===== src/hdl/ssrb_pkg.sv =====
// Shared types and constants for the sent segment retransmit buffer.
`default_nettype none
package ssrb_pkg;
   localparam int ENTRIES_PER_TYPE = 16;
   localparam int HANDLE_BITS = 16;
   localparam int SEQ_W = 32;
   localparam int HANDLE_W = 16;

   localparam logic [1:0] REQ_INSERT = 2'd0;
   localparam logic [1:0] REQ_ACK = 2'd1;
   localparam logic [1:0] REQ_RETX = 2'd2;
   localparam logic [1:0] REQ_UNUSED = 2'd3;

   localparam logic [2:0] ST_INSERTED = 3'd0;
   localparam logic [2:0] ST_DUP = 3'd1;
   localparam logic [2:0] ST_FULL = 3'd2;
   localparam logic [2:0] ST_FREED = 3'd3;
   localparam logic [2:0] ST_ACK_DONE = 3'd4;
   localparam logic [2:0] ST_RETX_ENTRY = 3'd5;
   localparam logic [2:0] ST_RETX_DONE = 3'd6;
   localparam logic [2:0] ST_INVALID = 3'd7;

   typedef enum logic [1:0] {
      OP_INSERT = 2'd0,
      OP_ACK = 2'd1,
      OP_RETX = 2'd2,
      OP_INVALID = 2'd3
   } op_type;

   typedef struct packed {
      op_type            op;
      logic              seg;
      logic [SEQ_W-1:0]  seq_a;
      logic [SEQ_W-1:0]  seq_b;
      logic [HANDLE_W-1:0] handle;
   } cmd_type;
endpackage
`default_nettype wire


===== src/hdl/ssrb_front.sv =====
// Request decode and command queue feeding the execution engine.
`default_nettype none
module ssrb_front (
   input  wire logic clock,
   input  wire logic reset,
   input  wire logic start,
   output logic busy,
   input  wire logic [1:0] req_type,
   input  wire logic [1:0] req_seg_kind,
   input  wire logic [31:0] req_seq_no,
   input  wire logic [15:0] req_handle,
   input  wire logic [31:0] req_ack_seq_control,
   input  wire logic [31:0] req_ack_seq_data,
   input  wire logic [31:0] req_range_start,
   input  wire logic [31:0] req_range_end,
   output ssrb_pkg::cmd_type cmd,
   output logic cmd_valid,
   input  wire logic cmd_take
);
   ssrb_pkg::cmd_type q_ff [2];
   ssrb_pkg::cmd_type c_in;
   logic [1:0] cnt_ff, cnt_in;
   logic rd_ff, rd_in, wr_ff, wr_in;
   logic acc;

   assign busy = (cnt_ff == 2'd2);
   assign acc = start && !busy;
   assign cmd_valid = (cnt_ff != 2'd0);
   assign cmd = q_ff[rd_ff];

   always_comb begin
      c_in.seg = req_seg_kind[0];
      c_in.handle = req_handle;
      c_in.seq_a = req_seq_no;
      c_in.seq_b = 32'd0;
      if (req_type == ssrb_pkg::REQ_ACK) begin
         c_in.op = ssrb_pkg::OP_ACK;
         c_in.seq_a = req_ack_seq_control;
         c_in.seq_b = req_ack_seq_data;
      end else if (req_type == ssrb_pkg::REQ_UNUSED || req_seg_kind[1]) begin
         c_in.op = ssrb_pkg::OP_INVALID;
      end else if (req_type == ssrb_pkg::REQ_INSERT) begin
         c_in.op = ssrb_pkg::OP_INSERT;
      end else begin
         c_in.op = ssrb_pkg::OP_RETX;
         c_in.seq_a = req_range_start;
         c_in.seq_b = req_range_end;
      end
      cnt_in = cnt_ff + {1'b0, acc} - {1'b0, cmd_take};
      wr_in = wr_ff ^ acc;
      rd_in = rd_ff ^ cmd_take;
   end

   always_ff @(posedge clock) begin
      if (acc) q_ff[wr_ff] <= c_in;
      if (reset) begin
         cnt_ff <= 2'd0;
         wr_ff <= 1'b0;
         rd_ff <= 1'b0;
      end else begin
         cnt_ff <= cnt_in;
         wr_ff <= wr_in;
         rd_ff <= rd_in;
      end
   end
endmodule
`default_nettype wire


===== config.mk =====
export PLATFORM = sky130hd
export DESIGN_NAME = ssrb_front
export DESIGN_NICKNAME = d
export VERILOG_FILES = /design/src/hdl/ssrb_pkg.sv /design/src/hdl/ssrb_front.sv
export SDC_FILE = /design/constraint.sdc
export NUM_CORES = 1
export LEC_CHECK = 0
export BUFFER_PORTS_ARGS = -buffer_cell sky130_fd_sc_hd__buf_2
export CAP_MARGIN = 20
export CORE_MARGIN = 4
export CORE_UTILIZATION = 41
export DETAILED_ROUTE_END_ITERATION = 8
export HOLD_SLACK_MARGIN = 0.02
export PLACE_DENSITY = 0.71
export SLEW_MARGIN = 30
export SYNTH_ARGS = -nofsm -noshare
export SYNTH_HDL_FRONTEND = slang
export SYNTH_SLANG_ARGS = --single-unit

===== constraint.sdc =====
create_clock -name clock -period 3.9 [get_ports clock]
set_input_delay 0.39 -clock clock [delete_from_list [all_inputs] [get_ports clock]]
set_output_delay 0.39 -clock clock [all_outputs]
set_load 0.005 [all_outputs]

### Yosys cells after proc, flatten, opt, wreduce, memory -nomap -nowiden

Memories as Yosys holds them, arrays and structs flattened. A register that Yosys moved wholly into a read port is not among the register bits.
Index checks and enable logic that the tools add are counted.
W data, S select, Z words.

| operators by class | value |
|---|---|
| bitwise gates (word level) | 2 |
| equal/unequal tests | 3 |
| reductions and logical operators | 5 |
| add/sub/neg operators | 2 |
| mux-type cells | 9 |

Operators with widths:

| cell | number |
|---|---|
| $mux W64 | 3 |
| $mux W2 | 3 |
| $eq A2 B2 Y1 const B | 2 |
| $mux W1 | 3 |
| $add A2 B1 Y2 | 1 |
| $eq A2 B1 Y1 const B | 1 |
| $logic_not A2 Y1 | 1 |
| $reduce_bool A2 Y1 | 1 |
| $sub A2 B1 Y2 | 1 |
| $xor A1 B1 Y1 | 2 |
| $logic_and A1 B1 Y1 | 1 |
| $logic_not A1 Y1 | 1 |
| $logic_or A1 B1 Y1 | 1 |

| storage, ports and cells | value |
|---|---|
| output and inout port bits | 85 |
| register bits after elaboration | 4 |
| RAM bits | 166 |
| input port bits | 184 |
| memories | 1 |

Memory list:

| memory | words | width | read ports | clocked after memory_dff | write ports | RTL line | source |
|---|---|---|---|---|---|---|---|
| q_ff | 2 | 83 | 1 | 1 | 1 | ssrb_front.sv:20 | `ssrb_pkg::cmd_type q_ff [2];` |

### Depth between registers and ports, before layout

| logic depth | value |
|---|---|
| depth after elaboration | 5 |
| depth in mapped cells | 8 |
| depth with buffers taken out | 8 |

### Worst setup path before layout

OpenSTA, ideal clock, no wires.

| timing | value |
|---|---|
| kind | register to register |
| start point | register cnt_ff[0] |
| end point | memory q_ff[1][0] (netlist bit), enable pin |
| period minus slack after synthesis | 3000 ps |
| stages on the path, launching flop included | 5 |
| setup slack | 900 ps |
| data arrival time | 2549 ps |
| path buffers | 0 |
| required time | 3449 ps |
| library setup time | 451 ps |
| path through | dfxtp_1 nand2b_1 nand2_1 inv_1 ha_1 |

| on the way | value |
|---|---|
| longest elaborated chain between the ends | 5 |

RTL lines:

| item | RTL line | source |
|---|---|---|
| start: declaration | ssrb_front.sv:22 | `logic [1:0] cnt_ff, cnt_in;` |
| start signal: assignment | ssrb_front.sv:61 | `cnt_ff <= cnt_in;` |
| $eq A2 B2 Y1 | ssrb_front.sv:26 | `assign busy = (cnt_ff == 2'd2);` |
| $logic_not A1 Y1 | ssrb_front.sv:27 | `assign acc = start && !busy;` |
| $logic_and A1 B1 Y1 | ssrb_front.sv:27 |  |
| $mux W1 | ssrb_front.sv:55 | `if (acc) q_ff[wr_ff] <= c_in;` |
| $mux W1 (implied by the code) | ssrb_front.sv:55 |  |
| end: declaration | ssrb_front.sv:20 |  |

Every way passes these cells.

==> impl_metrics.toml <==
[global_routing]
grt_first_pass_wirelength_um = 26920
grt_antenna_before_repair = 0
grt.overflow.total = 0
grt_max_degree = 77
track_usage = 0.1672
grt_pass1_vias = 5477

[finish]
drive_above_1_share = 0.5349
syn_to_final_growth_pct = 28.07
layout_commonest_cell = "buf_2"
final_area_mm2 = 0.009567
n_antenna_cell = 0
utilization = 0.5326
final_cell_mix = "buf_2 (268), edfxtp_1 (166), mux2_2 (83), nand3_1 (64), nand2_1 (33)"
fin_cells = 975
nets = 921

[floorplan]
ios = 269
die_x_um = 143.0
core_area_mm2 = 0.01796
fp.dieArea_mm2 = 0.02044
dieHeight_um = 143.0
std_cell_rows = 49
initial_core_util = 0.4158

[setup_path]
cp.arrival_ns = 2.06
path_cells = "buf_12, mux2_2, buf_2"
critPathMaxFanout = 46
r2r_end = "q_ff[0][72]"
crit_slowest_cell = "dfxtp_4"
r2r-start = "cnt_ff[0]"
reg2regPathDepth = 5
max_stage_delay_ns = 0.78
cp.required_ns = 3.51
cp-end-kind = "primary output"
r2r_slack_ns = 2.07
start_kind = "flip-flop"
crit_type = "reg2out"

[placement]
place.gp.congestion = 0.8175
place_area_mm2 = 0.008959
place_inst = 943
portBuffers = 268
hpwl_um = 12590

[clock_tree]
cts_inserted_buffers = 17
root_buffer = "clkbuf_16"
clk_latency_ns = 0.41
clkSlewWorstSetupHoldPaths_ns = 0.07
cts_tree = "done"
htreeDepth = 4
cts_setup_buffers = 0
clock_sinks = 170
clockBufferDepth = 2
hold_buffers = 0
post_cts_resized = 0

[synthesis]
ys_seq_area_frac = 0.6781
ys_top_cells_by_area = "edfxtp_1 (67%), mux2_2 (13%), a32o_1 (4.3%)"
syn_nets = 666
syn_inst = 478
syn-mean-instance-area_um2 = 15.63
yosys.area.top_type = "edfxtp_1"
synth_top_cell_area_share = 0.6673
synth-seq-cells = 170
synth_area_mm2 = 0.007470
synth_cell_types = 23
ys_warn_count = 0

[sta]
skew_ns = 0.009833
min_period_over_period = 0.6290
rsz0062_at_grt = "no"
tightest_slew_ns = 0.8572
slew_viol_final = 0
hold_viol = 0
fin_crit_ns = 2.453
finalSetupViolCount = 0
fmax_mhz = 407.7
worst_slew_margin_rel = 0.4273
tns_ns = 0

[pwr]
total_power_uw = 5113
power_density_mw_per_mm2 = 534.5
ir_worst_vdd_mv = 0.2774
power_leakage_uw = 0.003764

[route]
route.detailed.drc = 0
drtAntennaViolNets = 0
wl_per_cell_um = 18.16
first_iter_violations = 250
routed_via_density = 5.388
wirelength_um = 17700
firstDrtPassIters = 6
vias = 5253

[min_path]
hold_class = "in2reg"
hold_end = "q_ff[0][9]"
hold_path_depth = 1
hold_start = "req_handle[9]"

[run]
drv_cap = 0

[outcome]
status = "finished clean"
==> critical path: cells and delay by family, from the launching register on <==
family	cells	cell delay, ns
flops	1	0.78
mux	1	0.40
buf+inv	2	0.44
==> layout make-up <==
cell class | count | area (um2)
flip-flops and latches | 170 | 5069
multi-input cells | 263 | 2168
repair buffers | 276 | 1414
inverters | 5 | 21.27
fillers | 1529 | 8397
clock inverters | 15 | 182.7
well taps | 229 | 286.5
clock buffers | 17 | 425.4
==> logic make-up after synthesis <==
| logic type | after synthesis | share of synthesized area |
|---|---|---|
| AO/OA/AOI/OAI | 65 | 0.08141 |
| XOR/XNOR | 3 | 0.003518 |
| adder cells (fa/ha/maj) | 4 | 0.006700 |
| buffers and inverters | 45 | 0.03652 |
| flip-flops | 170 | 0.6781 |
| multiplexers | 83 | 0.1251 |
| AND/OR/NAND/NOR | 108 | 0.06868 |
==> metrics by stage <==
| stage | setup slack (ns) | hold slack, ns |
|---|---|---|
| final | 1.447 | 0.1735 |
| after floorplan | 0.8997 | 0.4567 |
| after CTS | 1.398 | 0.1458 |
| after detailed placement | 1.641 | 0.5451 |
| after global placement | 1.730 | 0.5191 |
| after global routing | 1.328 | 0.1384 |
==> how the worst max path moves through the flow <==
stage	from	endpoint	slack, ns	cells past startpoint
final	rd_ff	cmd[73]	1.45	3
after global routing	rd_ff	cmd[73]	1.33	3
after CTS	rd_ff	cmd[73]	1.40	3
after detailed placement	req_type[1]	q_ff[1][75]	1.64	5
after global placement	req_type[1]	q_ff[0][75]	1.73	5
after floorplan	cnt_ff[0]	q_ff[1][0]	0.90	4
==> synth_stat cells <==
cell,n
nor2_1,3
ha_1,4
edfxtp_1,166
dfxtp_1,4
xor2_1,1
inv_2,1
nand3_1,64
xnor2_1,2
buf_2,20
a32oi_1,32
and2_1,1
nand2b_1,2
a32o_1,32
mux2_2,83
buf_4,7
buf_6,7
nor2b_4,1
nor2b_1,2
clkbuf_1,6
nand2_1,33
or2_2,2
inv_1,4
a21o_1,1
==> state kept, by name, summed over array words and instances (netlist names) <==
name / cells
q_ff: 166
cnt_ff: 2
rd_ff: 1
wr_ff: 1
==> metal layers <==
metal	GRT usage	up-vias	wire length, um
met5	0	-	0
met4	0.05903	0	324
met2	0.2910	245	8974
met1	0.2054	2545	7019
met3	0.03717	27	1385
li1	-	2436	-
==> report_power, final <==
group,internal [uW],switching (uW),leakage (uW)
logic,438,493,0.00186
registers,2370,85.5,0.00160
clock network,1020,703,0.000302
total,3830,1280,0.00376
Note: power is estimated with default switching activity, not from simulation.
